==> src/hw/rtl/tcf_pkg.sv <==
package tcf_pkg;

   // Field widths
   localparam int RAW_W      = 12;
   localparam int PRESS_W    = 8;
   localparam int POS_X_W    = 8;
   localparam int POS_Y_W    = 9;
   localparam int OFFSET_W   = 13;
   localparam int MOVE_THR_W = 10;

   // Register file
   localparam int CSR_IDX_W  = 3;
   localparam int CSR_DATA_W = 13;

   localparam logic [CSR_IDX_W-1:0] REG_X_SPLIT        = 3'd0;
   localparam logic [CSR_IDX_W-1:0] REG_X_OFFSET_LOW   = 3'd1;
   localparam logic [CSR_IDX_W-1:0] REG_X_OFFSET_HIGH  = 3'd2;
   localparam logic [CSR_IDX_W-1:0] REG_Y_OFFSET       = 3'd3;
   localparam logic [CSR_IDX_W-1:0] REG_MOVE_THRESHOLD = 3'd4;

   localparam logic [RAW_W-1:0]      X_SPLIT_RST        = 12'd3000;
   localparam logic [OFFSET_W-1:0]   X_OFFSET_LOW_RST   = 13'd3870;
   localparam logic [OFFSET_W-1:0]   X_OFFSET_HIGH_RST  = 13'd3800;
   localparam logic [RAW_W-1:0]      Y_OFFSET_RST       = 12'd360;
   localparam logic [MOVE_THR_W-1:0] MOVE_THRESHOLD_RST = 10'd5;

   // Screen size defaults
   localparam int SCREEN_WIDTH_DEF  = 240;
   localparam int SCREEN_HEIGHT_DEF = 320;

   // Constant division by reciprocal multiply; exact for any 13-bit dividend.
   //   x / 15 = (x * 8739) >> 17
   //   y / 11 = (y * 5958) >> 16
   localparam int DIFF_W  = 13;
   localparam int RECIP_W = 14;
   localparam int QUOT_W  = 10;
   localparam int X_RECIP = 8739;
   localparam int X_SHIFT = 17;
   localparam int Y_RECIP = 5958;
   localparam int Y_SHIFT = 16;

   typedef struct packed {
      logic [RAW_W-1:0]      x_split;
      logic [OFFSET_W-1:0]   x_offset_low;
      logic [OFFSET_W-1:0]   x_offset_high;
      logic [RAW_W-1:0]      y_offset;
      logic [MOVE_THR_W-1:0] move_threshold;
   } cfg_type;

endpackage

==> src/hw/rtl/tcf_csr.sv <==
module tcf_csr (
   input  logic                             clock,
   input  logic                             reset,
   input  logic                             csr_valid,
   output logic                             csr_ready,
   input  logic [tcf_pkg::CSR_IDX_W-1:0]    csr_index,
   input  logic [tcf_pkg::CSR_DATA_W-1:0]   csr_data,
   output tcf_pkg::cfg_type                 cfg
);
   import tcf_pkg::*;

   cfg_type cfg_ff;

   assign csr_ready = 1'b1;
   assign cfg       = cfg_ff;

   always_ff @(posedge clock) begin
      if (reset) begin
         cfg_ff.x_split        <= X_SPLIT_RST;
         cfg_ff.x_offset_low   <= X_OFFSET_LOW_RST;
         cfg_ff.x_offset_high  <= X_OFFSET_HIGH_RST;
         cfg_ff.y_offset       <= Y_OFFSET_RST;
         cfg_ff.move_threshold <= MOVE_THRESHOLD_RST;
      end else if (csr_valid) begin
         case (csr_index)
            REG_X_SPLIT:        cfg_ff.x_split        <= csr_data[RAW_W-1:0];
            REG_X_OFFSET_LOW:   cfg_ff.x_offset_low   <= csr_data[OFFSET_W-1:0];
            REG_X_OFFSET_HIGH:  cfg_ff.x_offset_high  <= csr_data[OFFSET_W-1:0];
            REG_Y_OFFSET:       cfg_ff.y_offset       <= csr_data[RAW_W-1:0];
            REG_MOVE_THRESHOLD: cfg_ff.move_threshold <= csr_data[MOVE_THR_W-1:0];
            default: ;  // unmapped index, dropped
         endcase
      end
   end

endmodule

==> src/hw/rtl/tcf_scale.sv <==
// (base - sub) / divisor, zero when not positive, clamped to LIMIT-1.
module tcf_scale #(
   parameter int RECIP = tcf_pkg::X_RECIP,
   parameter int SHIFT = tcf_pkg::X_SHIFT,
   parameter int LIMIT = tcf_pkg::SCREEN_WIDTH_DEF
) (
   input  logic [tcf_pkg::DIFF_W-1:0] base,
   input  logic [tcf_pkg::DIFF_W-1:0] sub,
   output logic [$clog2(LIMIT)-1:0]   quot
);
   import tcf_pkg::*;

   localparam int Q_W    = $clog2(LIMIT);
   localparam int PROD_W = DIFF_W + RECIP_W;
   localparam logic [QUOT_W:0] LIMIT_M1 = (QUOT_W+1)'(LIMIT - 1);

   logic [DIFF_W-1:0] diff;
   logic [PROD_W-1:0] prod;
   logic [QUOT_W-1:0] raw_quot;

   assign diff     = base - sub;
   assign prod     = PROD_W'(diff) * PROD_W'(RECIP);
   assign raw_quot = prod[SHIFT +: QUOT_W];

   always_comb begin
      if (base <= sub) begin
         quot = '0;
      end else if ({1'b0, raw_quot} > LIMIT_M1) begin
         quot = Q_W'(LIMIT_M1);
      end else begin
         quot = Q_W'(raw_quot);
      end
   end

endmodule

==> src/hw/rtl/tcf_track.sv <==
// Held position with movement deadband; cleared when the touch goes away.
module tcf_track #(
   parameter int SCREEN_WIDTH  = tcf_pkg::SCREEN_WIDTH_DEF,
   parameter int SCREEN_HEIGHT = tcf_pkg::SCREEN_HEIGHT_DEF
) (
   input  logic                                clock,
   input  logic                                reset,
   input  logic                                step,
   input  logic                                touch,
   input  logic [$clog2(SCREEN_WIDTH)-1:0]     new_x,
   input  logic [$clog2(SCREEN_HEIGHT)-1:0]    new_y,
   input  logic [tcf_pkg::MOVE_THR_W-1:0]      move_threshold,
   output logic [$clog2(SCREEN_WIDTH)-1:0]     held_x_in,
   output logic [$clog2(SCREEN_HEIGHT)-1:0]    held_y_in
);
   import tcf_pkg::*;

   localparam int HX_W  = $clog2(SCREEN_WIDTH);
   localparam int HY_W  = $clog2(SCREEN_HEIGHT);
   localparam int AX_W  = (HX_W > HY_W) ? HX_W : HY_W;
   localparam int SUM_W = ((AX_W > MOVE_THR_W) ? AX_W : MOVE_THR_W) + 1;

   logic [HX_W-1:0]  held_x_ff;
   logic [HY_W-1:0]  held_y_ff;
   logic [HX_W-1:0]  dx;
   logic [HY_W-1:0]  dy;
   logic [SUM_W-1:0] move;
   logic             moved;

   assign dx    = (new_x > held_x_ff) ? new_x - held_x_ff : held_x_ff - new_x;
   assign dy    = (new_y > held_y_ff) ? new_y - held_y_ff : held_y_ff - new_y;
   assign move  = SUM_W'(dx) + SUM_W'(dy);
   assign moved = move > SUM_W'(move_threshold);

   always_comb begin
      if (!touch) begin
         held_x_in = '0;
         held_y_in = '0;
      end else if (moved) begin
         held_x_in = new_x;
         held_y_in = new_y;
      end else begin
         held_x_in = held_x_ff;
         held_y_in = held_y_ff;
      end
   end

   always_ff @(posedge clock) begin
      if (reset) begin
         held_x_ff <= '0;
         held_y_ff <= '0;
      end else if (step) begin
         held_x_ff <= held_x_in;
         held_y_ff <= held_y_in;
      end
   end

endmodule

==> src/hw/rtl/touch_coordinate_filter_core.sv <==
// Touch coordinate filter: takes one touch-controller sample word per cycle
// (detect flag, raw 12-bit X/Y, pressure) while req_ready is high and returns
// one result word per sample with the calibrated, clamped and deadbanded
// screen position. X is subtracted from x_offset_low or x_offset_high (chosen
// by x_split) and divided by 15; Y has y_offset removed and is divided by 11;
// both clamp to the screen size minus one. The held position moves only when
// |dx|+|dy| exceeds move_threshold and is zeroed on a sample without touch;
// pressure passes through. A word passes through the input register and then
// the result register; throughput is one word per cycle while rsp_ready is
// high: the held-position register updates with each word that advances and
// the input and result registers let a new word enter while a result waits.
// Configuration writes are always accepted (csr_ready is tied high) and must
// be issued only while no sample is in flight; unmapped indexes are ignored.
module touch_coordinate_filter_core #(
   parameter int SCREEN_WIDTH  = tcf_pkg::SCREEN_WIDTH_DEF,
   parameter int SCREEN_HEIGHT = tcf_pkg::SCREEN_HEIGHT_DEF
) (
   input  logic                              clock,
   input  logic                              reset,
   // sample input
   input  logic                              req_valid,
   output logic                              req_ready,
   input  logic                              req_touch_present,
   input  logic [tcf_pkg::RAW_W-1:0]         req_raw_x,
   input  logic [tcf_pkg::RAW_W-1:0]         req_raw_y,
   input  logic [tcf_pkg::PRESS_W-1:0]       req_raw_pressure,
   // result output
   output logic                              rsp_valid,
   input  logic                              rsp_ready,
   output logic                              rsp_touched,
   output logic [tcf_pkg::POS_X_W-1:0]       rsp_pos_x,
   output logic [tcf_pkg::POS_Y_W-1:0]       rsp_pos_y,
   output logic [tcf_pkg::PRESS_W-1:0]       rsp_pressure,
   // register writes
   input  logic                              csr_valid,
   output logic                              csr_ready,
   input  logic [tcf_pkg::CSR_IDX_W-1:0]     csr_index,
   input  logic [tcf_pkg::CSR_DATA_W-1:0]    csr_data
);
   import tcf_pkg::*;

   localparam int HX_W = $clog2(SCREEN_WIDTH);
   localparam int HY_W = $clog2(SCREEN_HEIGHT);

   cfg_type cfg;

   // input register
   logic               in_valid_ff;
   logic               in_touch_ff;
   logic [RAW_W-1:0]   in_raw_x_ff;
   logic [RAW_W-1:0]   in_raw_y_ff;
   logic [PRESS_W-1:0] in_pressure_ff;

   // result register
   logic               rsp_valid_ff;
   logic               rsp_touched_ff;
   logic [POS_X_W-1:0] rsp_pos_x_ff;
   logic [POS_Y_W-1:0] rsp_pos_y_ff;
   logic [PRESS_W-1:0] rsp_pressure_ff;

   logic                advance;
   logic [OFFSET_W-1:0] x_base;
   logic [HX_W-1:0]     new_x;
   logic [HY_W-1:0]     new_y;
   logic [HX_W-1:0]     held_x_in;
   logic [HY_W-1:0]     held_y_in;

   tcf_csr u_csr (
      .clock     (clock),
      .reset     (reset),
      .csr_valid (csr_valid),
      .csr_ready (csr_ready),
      .csr_index (csr_index),
      .csr_data  (csr_data),
      .cfg       (cfg)
   );

   // word moves from input register to result register
   assign advance   = in_valid_ff && (!rsp_valid_ff || rsp_ready);
   assign req_ready = !in_valid_ff || advance;

   // split point picks the X offset
   assign x_base = (in_raw_x_ff <= cfg.x_split) ? cfg.x_offset_low : cfg.x_offset_high;

   tcf_scale #(
      .RECIP (X_RECIP),
      .SHIFT (X_SHIFT),
      .LIMIT (SCREEN_WIDTH)
   ) u_scale_x (
      .base (x_base),
      .sub  (DIFF_W'(in_raw_x_ff)),
      .quot (new_x)
   );

   tcf_scale #(
      .RECIP (Y_RECIP),
      .SHIFT (Y_SHIFT),
      .LIMIT (SCREEN_HEIGHT)
   ) u_scale_y (
      .base (DIFF_W'(in_raw_y_ff)),
      .sub  (DIFF_W'(cfg.y_offset)),
      .quot (new_y)
   );

   tcf_track #(
      .SCREEN_WIDTH  (SCREEN_WIDTH),
      .SCREEN_HEIGHT (SCREEN_HEIGHT)
   ) u_track (
      .clock          (clock),
      .reset          (reset),
      .step           (advance),
      .touch          (in_touch_ff),
      .new_x          (new_x),
      .new_y          (new_y),
      .move_threshold (cfg.move_threshold),
      .held_x_in      (held_x_in),
      .held_y_in      (held_y_in)
   );

   // input register: control
   always_ff @(posedge clock) begin
      if (reset) begin
         in_valid_ff <= 1'b0;
      end else if (req_ready) begin
         in_valid_ff <= req_valid;
      end
   end

   // input register: payload
   always_ff @(posedge clock) begin
      if (req_valid && req_ready) begin
         in_touch_ff    <= req_touch_present;
         in_raw_x_ff    <= req_raw_x;
         in_raw_y_ff    <= req_raw_y;
         in_pressure_ff <= req_raw_pressure;
      end
   end

   // result register: control
   always_ff @(posedge clock) begin
      if (reset) begin
         rsp_valid_ff <= 1'b0;
      end else if (advance) begin
         rsp_valid_ff <= 1'b1;
      end else if (rsp_ready) begin
         rsp_valid_ff <= 1'b0;
      end
   end

   // result register: payload; held values are cut or padded to field width
   always_ff @(posedge clock) begin
      if (advance) begin
         rsp_touched_ff  <= in_touch_ff;
         rsp_pos_x_ff    <= POS_X_W'(held_x_in);
         rsp_pos_y_ff    <= POS_Y_W'(held_y_in);
         rsp_pressure_ff <= in_pressure_ff;
      end
   end

   assign rsp_valid    = rsp_valid_ff;
   assign rsp_touched  = rsp_touched_ff;
   assign rsp_pos_x    = rsp_pos_x_ff;
   assign rsp_pos_y    = rsp_pos_y_ff;
   assign rsp_pressure = rsp_pressure_ff;

endmodule

==> config.mk <==
export PLATFORM = sky130hd
export DESIGN_NAME = touch_coordinate_filter_core
export DESIGN_NICKNAME = d
export VERILOG_FILES = /design/src/hw/rtl/tcf_pkg.sv /design/src/hw/rtl/tcf_csr.sv /design/src/hw/rtl/tcf_scale.sv /design/src/hw/rtl/tcf_track.sv /design/src/hw/rtl/touch_coordinate_filter_core.sv
export SDC_FILE = /design/constraint.sdc
export NUM_CORES = 1
export LEC_CHECK = 0
export BUFFER_PORTS_ARGS = -buffer_cell sky130_fd_sc_hd__clkbuf_2
export CORE_MARGIN = 4
export CORE_UTILIZATION = 40
export DETAILED_ROUTE_END_ITERATION = 16
export GPL_ROUTABILITY_DRIVEN = 0
export GPL_TIMING_DRIVEN = 0
export PLACE_DENSITY = 0.66
export SETUP_SLACK_MARGIN = 0.4
export SLEW_MARGIN = 0
export SYNTH_ARGS = -nofsm -noshare
export SYNTH_HDL_FRONTEND = slang
export SYNTH_HIERARCHICAL = 1
export SYNTH_SLANG_ARGS = --single-unit
==> constraint.sdc <==
create_clock -name clock -period 33.7 [get_ports clock]
set_input_delay 3.37 -clock clock [delete_from_list [all_inputs] [get_ports clock]]
set_output_delay 3.37 -clock clock [all_outputs]
set_load 0.005 [all_outputs]
==> results of run 1 <==
-- state kept, by name, indices dropped and copies added (netlist names), 8 cells and up --
name and cells:
in_pressure_ff 8, in_raw_x_ff 12, in_raw_y_ff 12, rsp_pos_x 8, rsp_pos_y 9, rsp_pressure 8, u_csr/cfg 60, u_track/held_x_ff 8
u_track/held_y_ff 9
-- cells in the mapped netlist (3+ instances only) --
cell,count
buf_4,3
ha_1,235
o211ai_1,6
nand4b_1,4
o21bai_1,4
o31ai_1,4
nand2b_1,57
edfxtp_1,59
nand2_1,38
nor4_1,3
nor4b_2,3
or3_1,4
clkbuf_1,18
mux2i_1,84
dfxtp_1,79
a21boi_1,3
xnor2_1,42
nor2_1,105
a21boi_0,4
fa_1,69
o21a_1,5
mux2_4,10
o21ai_1,13
a21o_1,25
xor2_1,28
buf_6,3
o21ai_0,37
nand3_1,15
nor2b_1,17
a31oi_1,11
a211oi_1,8
a21o_2,5
a22oi_1,15
a21oi_2,8
nand4_1,19
a21oi_1,59
nor3_1,12
and2_1,10
buf_2,7
inv_1,245
mux2_2,8
-- through the flow --
stage                     cell area, um2  setup WS [ns]  hold WS, ns
after floorplan                    13900          22.02        0.400
after global placement             14800          20.36        0.400
after detailed placement           14800          20.20        0.405
after CTS                          15400          20.18        0.419
after global routing               15400          19.07        0.428
final                              15400          20.19        0.420
-- layout by cell type (no fill, tap or decap), drive strengths merged, types with 5 or more instances in the layout --
master    n
inv     254
ha      235
clkbuf  118
nor2    105
mux2i    84
dfxtp    79
fa       69
a21oi    67
edfxtp   59
nand2b   57
o21ai    52
xnor2    42
nand2    38
a21o     30
xor2     28
nand4    19
nor2b    18
mux2     18
nand3    16
a22oi    15
buf      15
nor3     13
a31oi    12
and2     10
a211oi   10
o211ai    8
a21boi    8
o21a      5
o21bai    5
-- per-layer routing --
metal / global-route usage / wire length (um)
met4: 0.0419 / 465
met2: 0.264 / 13900
met1: 0.229 / 15000
met5: 0 / 0
met3: 0.0321 / 1210
-- worst paths after layout --
kind | from | to | slack, ns | cells after the start
setup / recovery | in_raw_x_ff[1]$_DFFE_PP_ | rsp_pos_x[5]$_DFFE_PP_ | 20.19 | 54
hold / removal | in_pressure_ff[2]$_DFFE_PP_ | rsp_pressure[2]$_DFFE_PP_ | 0.42 | 0
setup reg to reg | in_raw_x_ff[1]$_DFFE_PP_ | rsp_pos_x[5]$_DFFE_PP_ | 20.19 | 54
hold reg to reg | in_pressure_ff[2]$_DFFE_PP_ | rsp_pressure[2]$_DFFE_PP_ | 0.42 | 0
-- cell families after synthesis --
family	after synthesis	share of synthesized area
AOI/OAI and AO/OA	236	0.119
xor gates and xnor gates	70	0.0443
and+or+nand+nor	315	0.123
adders and majority gates	304	0.312
muxes	103	0.0797
DFF	138	0.242
buffers and inverters	279	0.0799
other	2	0.000542
-- worst max-delay path, delay by kind of cell, from the launching register on --
kind            cells  cell delay (ns)
mux                 4             1.18
buf+inv             7             1.15
simple gates        7             0.87
fa+ha+maj          11             3.93
compound gates     25             5.65
flops               1             0.45
-- layout make-up --
| cell class | count | area (um2) |
|---|---|---|
| clock inverters | 13 | 123 |
| fillers | 3208 | 18500 |
| inverters | 246 | 923 |
| repair buffers | 81 | 405 |
| clock buffers | 19 | 464 |
| multi-input cells | 1032 | 9400 |
| flip-flops and latches | 138 | 3350 |
| well taps | 448 | 561 |
| plain buffers | 33 | 183 |
==> results by group, run 1 <==
Global route
  • Largest net degree at the start of global routing: 34
  • Total track usage: 0.164
  • Antenna violations before repair: 0
  • First-pass GRT wire length: between 50000 and 60000 um
  • Grt ovf: 0
  • Vias in the first global route: around 10000

STA
  • Hold Violations, Final: 0
  • Endpoints failing setup: 0
  • Fin crit period: 13.51 ns
  • Unrepaired setup endpoints after global routing: no
  • Post-Route Setup TNS: 0 ns
  • Final Cycle Share: 0.401
  • Slew Limit Headroom: 0.418
  • Max Clk Rate: roughly 74 MHz
  • Clk_skew: 0.0126 ns
  • Slew @ Worst Pin: 0.874 ns
  • Final Slew Violations: 0

Die
  • Die H: 194 um
  • Starting density of the core: 0.409
  • Die area: 0.0377 mm2
  • Core footprint: 0.0339 mm2
  • Top Ports: 83
  • Die width: 194 um
  • Num rows: 67

Drt
  • Vias/cell: 5.05
  • DR pass1 iterations: 5
  • Final ANT Viol Nets: 0
  • Detailed Route Iter0 Violations: ~580
  • Via count: between 10000 and 15000
  • DR DRC count: 0
  • Routed wire length: slightly above 30000 um
  • Routed len/inst: 15.2 um

Synthesis
  • Post-Syn Instances: 1447
  • Count of cell types in the netlist: 88
  • Synth Area per Inst: 9.57 um2
  • Sequential share of the synthesized area: 0.242
  • Post-Syn Area: 0.0138 mm2
  • Synth area leader: ha_1
  • EDFF count, synth: ~60
  • Synth Register Bits: 138
  • Ys async rst share: 0
  • Synth top area cells: ha_1 21%, edfxtp_1 13%, dfxtp_1 11%
  • Warnings from Yosys: 6
  • Most used DFF post-synth: dfxtp_1
  • Share of the synthesized area in the top cell type: 0.212

Critical path
  • CP max stage delay: 0.62 ns
  • CP Capture Type: flop
  • Worst-path maximum fanout: 10
  • WS Path Type: flop to flop
  • Max stage delay cell, worst path: o311ai_1
  • CP Data Required Time: ~34 ns
  • Startpoint Class: flop
  • Critical path data arrival time: 13.69 ns
  • CP dominant cell by count: ha_1

CTS
  • Num CTS Buffers: 17
  • Post-CTS Hold Buffers: 0
  • Clk Latency, worst-skew pair: 0.45 ns
  • Clock transition at path regs: 0.06 ns
  • CTS tree: done
  • CTS root buffer: clkbuf_16
  • PostCTS Resize Cnt: 0
  • H-Tree Depth: 4
  • Clock Tree Buf Depth: 2
  • Setup repair bufs after CTS: 0
  • Clock tree sinks: 138

Placed design
  • Post-DP HPWL: 25500 um
  • Port-buffer cells: between 80 and 90
  • Cells after DPL: 1978

Cells and area
  • Final Non-Filler Cells: 2010
  • # diodes: 0
  • Nets: 1907
  • Syn-to-layout area delta: 11.3%
  • Post-layout util: 0.455
  • Share of layout cells above drive strength 1: 0.124

Run
  • Max Cap Viol: 0

Worst hold path
  • Type of the most critical hold path: flop to flop

Run status
  • Outcome: finished, final reports clean
Power of run 1 is not shown: default switching activity piles up to over one toggle a cycle in this logic, so the estimate is an artifact.
==> run 2, diff against run 1 <==
ABC_AREA = 1   (was default)
clock period = 12.5 ns   (was 33.7 ns; I/O delays follow)
==> run 2 against run 1 <==
Sequential cell count unchanged. Synthesized area up 12%. Non-clock buffer count unchanged. Final area up 12%. Sequential share of layout area down 2.3 points. Critical path depth up 9. Fmax up 23%. Worst hold slack worse by 0.0093 ns. Via count up 33%. Count of clock-buffer cells in the layout down 1.
==> results by group, run 2 <==
Critical path
  • CP Buf/Inv Count: 10
  • Flop-to-flop setup slack: 1.52 ns
  • CP max stage delay: 0.52 ns
  • Worst path depth: 63
  • CP Capture Type: flop
  • Worst-path maximum fanout: 10
  • Critical path endpoint: rsp_pos_x[4]$_DFFE_PP_
  • CP Data Required Time: between 10 and 15 ns
  • Worst R2R Path Depth: 63
  • Worst setup path startpoint: in_raw_x_ff[9]$_DFFE_PP_
  • CP delay by family, top: adder cells
  • Worst r2r dst: rsp_pos_x[4]$_DFFE_PP_
  • CP dominant cell by count: nand2_1
  • WS Path Type: flop to flop
  • Max stage delay cell, worst path: fa_1
  • Startpoint Class: flop
  • FF-to-FF Start: in_raw_x_ff[9]$_DFFE_PP_
  • Critical path data arrival time: 11.17 ns

STA
  • Endpoints failing setup: 0
  • Hold Violations, Final: 0
  • Fin crit period: 10.98 ns
  • Clk_skew: 0.0171 ns
  • Final Cycle Share: 0.879
  • Final Slew Violations: 0
  • Post-Route Setup TNS: 0 ns
  • Slew Limit Headroom: 0.459
  • Max Clk Rate: around 91 MHz
  • Slew @ Worst Pin: 0.810 ns
  • Unrepaired setup endpoints after global routing: no

Cells and area
  • Commonest non-fill, non-tap cell in the layout: nand2_1
  • # diodes: 0
  • Max reg flops: 60
  • Share of layout cells above drive strength 1: 0.0992
  • Most frequent cells in the layout: 534 x nand2_1, 464 x inv_1, 235 x ha_1, 172 x nor2_1, 152 x nand3_1
  • Nets: 2624
  • Syn-to-layout area delta: 10.8%

Die
  • Num rows: 71
  • Starting density of the core: 0.409
  • Top Ports: 83
  • Die width: 205 um
  • Die area: 0.0420 mm2
  • Die H: 205 um
  • Core footprint: 0.0379 mm2

CTS
  • Num CTS Buffers: 17
  • Post-CTS Hold Buffers: 0
  • Clock Tree Buf Depth: 2
  • CTS tree: done
  • H-Tree Depth: 4
  • Clock transition at path regs: 0.07 ns
  • Clk Latency, worst-skew pair: 0.44 ns
  • Clock tree sinks: roughly 140
  • CTS root buffer: clkbuf_16

Synthesis
  • Warnings from Yosys: 6
  • Most used DFF post-synth: dfxtp_1
  • Count of cell types in the netlist: 55
  • Cell with the most instances after synthesis: nand2_1
  • Synth top area cells: ha_1 19%, nand2_1 13%, edfxtp_1 11%
  • Synth Register Bits: 138
  • Post-Syn Area: around 0.016 mm2
  • Synth Area per Inst: 7.18 um2
  • Synth area leader: ha_1
  • Most frequent cells after synthesis: 534 x nand2_1, 465 x inv_1, 235 x ha_1
  • EDFF count, synth: 59
  • Ys async rst share: 0
  • Post-Syn Instances: 2163
  • Share of the synthesized area in the top cell type: 0.189
  • Sequential share of the synthesized area: 0.216

Global route
  • Antenna violations before repair: 0
  • Grt ovf: 0
  • First-pass GRT wire length: 62600 um
  • Vias in the first global route: 13641
  • Total track usage: 0.181
  • Largest net degree at the start of global routing: 34

Drt
  • Detailed Route Iter0 Violations: about 860
  • Via count: 13549
  • Vias/cell: a little under 5
  • Routed wire length: 37200 um
  • Routed len/inst: 13.4 um
  • DR DRC count: 0
  • Final ANT Viol Nets: 0
  • DR pass1 iterations: 6

Placed design
  • Port-buffer cells: 81
  • Post-DP HPWL: 31200 um

Worst hold path
  • Type of the most critical hold path: flop to flop

Run
  • Max Cap Viol: 0

Run status
  • Outcome: finished, final reports clean
==> run 2: cell types whose count changed after synthesis, moves of 23 or more <==
cell	before	now
nand2_1	38	534
inv_1	245	465
nand3_1	15	152
mux2i_1	84	0
nor2_1	105	172
nand2b_1	57	0
a21oi_1	59	102
xnor2_1	42	19
==> run 2: layout make-up <==
class | count | area [um2]
flip-flops and latches | 138 | 3350
repair buffers | 82 | 425
clock inverters | 14 | 159
inverters | 480 | 1800
well taps | 511 | 639
clock buffers | 18 | 429
fillers | 3851 | 20700
multi-input cells | 1515 | 10200
plain buffers | 32 | 184
==> run 2: worst min path at each step <==
stage / from / endpoint / slack [ns] / cells after the start
2_1_floorplan: in_pressure_ff[0]$_DFFE_PP_ / rsp_pressure[0]$_DFFE_PP_ / 0.40 / 0
5_1_grt: in_pressure_ff[2]$_DFFE_PP_ / rsp_pressure[2]$_DFFE_PP_ / 0.42 / 0
4_1_cts: in_pressure_ff[3]$_DFFE_PP_ / rsp_pressure[3]$_DFFE_PP_ / 0.41 / 0
6_report: in_pressure_ff[3]$_DFFE_PP_ / rsp_pressure[3]$_DFFE_PP_ / 0.41 / 0
3_5_place_dp: in_pressure_ff[3]$_DFFE_PP_ / rsp_pressure[3]$_DFFE_PP_ / 0.40 / 0
3_3_place_gp: in_pressure_ff[1]$_DFFE_PP_ / rsp_pressure[1]$_DFFE_PP_ / 0.40 / 0
==> run 2: what timing repair did <==
item	in CTS	in global routing
gates resized for setup	0	2
setup endpoints to repair	0	13
buffers inserted	0	0
==> run 2: per-stage QoR <==
step	worst slack [ns]	utilization	hold WS (ns)	std cells	cell area, um2
after floorplan	2.93	-	0.400	2165	15500
after detailed placement	1.44	0.438	0.405	2758	16600
after global routing	0.417	0.454	0.417	2790	17200
after CTS	1.39	0.453	0.413	2790	17200
after global placement	1.61	0.437	0.401	2757	16600
final	1.52	0.454	0.411	2790	17200
==> run 2: cells by family (layout without fill, tap and decap cells) <==
family / Yosys count / count (layout) / share of synthesized area
other: 2 / 4 / 0.000484
AND/OR/NAND/NOR: 957 / 957 / 0.268
AO/OA/AOI/OAI: 184 / 184 / 0.0686
buffers and inverters: 512 / 626 / 0.128
adder cells (fa/ha/maj): 304 / 304 / 0.278
XOR/XNOR: 66 / 66 / 0.0411
flip-flops: 138 / 138 / 0.216
==> run 2: worst register-to-register path: cells and delay by family (launching register included) <==
| kind | cells | cell delay (ns) |
|---|---|---|
| AO/OA/AOI/OAI | 10 | 1.80 |
| XOR/XNOR | 2 | 0.47 |
| adder cells (fa/ha/maj) | 12 | 4.02 |
| buffers and inverters | 10 | 0.83 |
| flip-flops | 1 | 0.44 |
| AND/OR/NAND/NOR | 29 | 3.18 |
==> run 2: layer usage <==
metal | track usage | vias to the layer above | routed length [um]
li1 | - | 6930 | -
met5 | 0 | - | 0
met2 | 0.320 | 289 | 18100
met3 | 0.0215 | 69 | 1400
met4 | 0.0593 | 0 | 945
met1 | 0.229 | 6261 | 16800
Power of run 2 is left out for the same reason.
==> run 3, diff against run 2 <==
CTS_BUF_LIST = sky130_fd_sc_hd__clkbuf_8   (was default)
==> run 3 against run 2 <==
Worst hold slack better by 0.0037 ns. Highest routed layer unchanged. Die area stayed put. Fmax is 0.47% lower. Utilization is 0.50 points lower.
==> results by group, run 3 (same netlist as run 2, synthesis figures left out) <==
CTS
  • Clock Tree Buf Depth: 2
  • Clk Latency, worst-skew pair: 0.46 ns
  • CTS tree: done
  • Clock transition at path regs: 0.09 ns
  • Post-CTS Hold Buffers: 0
  • Num CTS Buffers: 17
  • CTS root buffer: clkbuf_8
  • H-Tree Depth: 4
  • Clock tree sinks: between 100 and 150

STA
  • Endpoints failing setup: 0
  • Post-Route Setup TNS: 0 ns
  • Final worst slack: 1.46 ns
  • Unrepaired setup endpoints after global routing: no
  • Max Clk Rate: 90.6 MHz
  • Slew @ Worst Pin: 0.801 ns
  • Final Slew Violations: 0
  • Slew Limit Headroom: 0.465
  • Hold slack: slightly above 0.4 ns
  • Fin crit period: 11.04 ns
  • Clk_skew: 0.0237 ns
  • Hold Violations, Final: 0
  • Final Cycle Share: 0.883

Drt
  • Via count: 13525
  • Vias/cell: 4.85
  • Routed wire length: 36800 um
  • Routed len/inst: 13.2 um
  • Final ANT Viol Nets: 0
  • DR DRC count: 0
  • Detailed Route Iter0 Violations: 874
  • DR pass1 iterations: 5

Cells and area
  • Max reg flops: 60
  • Nets: 2624
  • Layout fillers: about 3900
  • # diodes: 0
  • Commonest non-fill, non-tap cell in the layout: nand2_1
  • Most frequent cells in the layout: 534 x nand2_1, 465 x inv_1, 235 x ha_1, 172 x nor2_1, 152 x nand3_1
  • Post-layout util: 0.448
  • Share of layout cells above drive strength 1: 0.0992
  • Syn-to-layout area delta: 9.58%

Worst hold path
  • Type of the most critical hold path: flop to flop

Die
  • Num rows: just over 70
  • Die width: 205 um
  • Top Ports: 83
  • Die H: 205 um
  • Starting density of the core: 0.409
  • Die area: approximately 0.042 mm2
  • Core footprint: 0.0379 mm2

Critical path
  • Max stage delay cell, worst path: fa_1
  • CP dominant cell by count: nand2_1
  • CP delay by family, top: adder cells
  • Critical path data arrival time: between 10 and 15 ns
  • CP Capture Type: flop
  • Flop-to-flop setup slack: between 1 and 1.5 ns
  • Worst-path maximum fanout: 10
  • Startpoint Class: flop
  • CP Data Required Time: ~13 ns
  • CP Buf/Inv Count: 12
  • CP max stage delay: 0.52 ns
  • WS Path Type: flop to flop

Placed design
  • Place WS: 1.44 ns
  • Post-DP HPWL: 31200 um
  • Port-buffer cells: 81

Global route
  • First-pass GRT wire length: between 60000 and 70000 um
  • Largest net degree at the start of global routing: 34
  • Vias in the first global route: roughly 14000
  • Antenna violations before repair: 0
  • Total track usage: 0.179
  • Grt ovf: 0

Run
  • Max Cap Viol: 0

Run status
  • Outcome: finished, final reports clean
[run 3: cell count changes in the layout (fill, tap and decap cells not counted), sizes merged]
cell	change
clkbuf	-1
inv	+1
[run 3: path summary, 6_finish.rpt]
| kind | end | depth (start not counted) | from |
|---|---|---|---|
| worst max-delay path | rsp_pos_x[5]$_DFFE_PP_ | 65 | in_raw_x_ff[10]$_DFFE_PP_ |
| worst min-delay path | rsp_pressure[2]$_DFFE_PP_ | 0 | in_pressure_ff[2]$_DFFE_PP_ |
| worst max register to register | rsp_pos_x[5]$_DFFE_PP_ | 65 | in_raw_x_ff[10]$_DFFE_PP_ |
| worst min register to register | rsp_pressure[2]$_DFFE_PP_ | 0 | in_pressure_ff[2]$_DFFE_PP_ |
[run 3: area by class of cell]
| cell class | count | area (um2) | area share |
|---|---|---|---|
| Sequential cell | 138 | 3350 | 0.197 |
| Clock inverter | 15 | 163 | 0.00956 |
| Tap cell | 511 | 639 | 0.0376 |
| Buffer | 32 | 184 | 0.0108 |
| Clock buffer | 17 | 234 | 0.0138 |
| Multi-Input combinational cell | 1515 | 10200 | 0.600 |
| Timing Repair Buffer | 82 | 425 | 0.0250 |
| Inverter | 480 | 1800 | 0.106 |
[run 3: timing repair]
item,4_1_cts,5_1_grt
endpoints found under the setup margin,0,13
gates resized for setup,0,1
buffers inserted,0,0
[run 3: per-stage QoR]
stage               instance area (um2)  instances
finish                            17000       2790
global route                      17000       2790
CTS                               17000       2790
detailed placement                16600       2758
global placement                  16600       2757
floorplan                         15500       2165
[run 3: layer usage]
metal,up-vias,GRT usage,part of all wire
li1,6930,-,-
met1,6218,0.227,0.45
met2,318,0.317,0.49
met3,59,0.0225,0.040
met4,0,0.0548,0.025
met5,-,0,0
Power of run 3 is left out for the same reason.
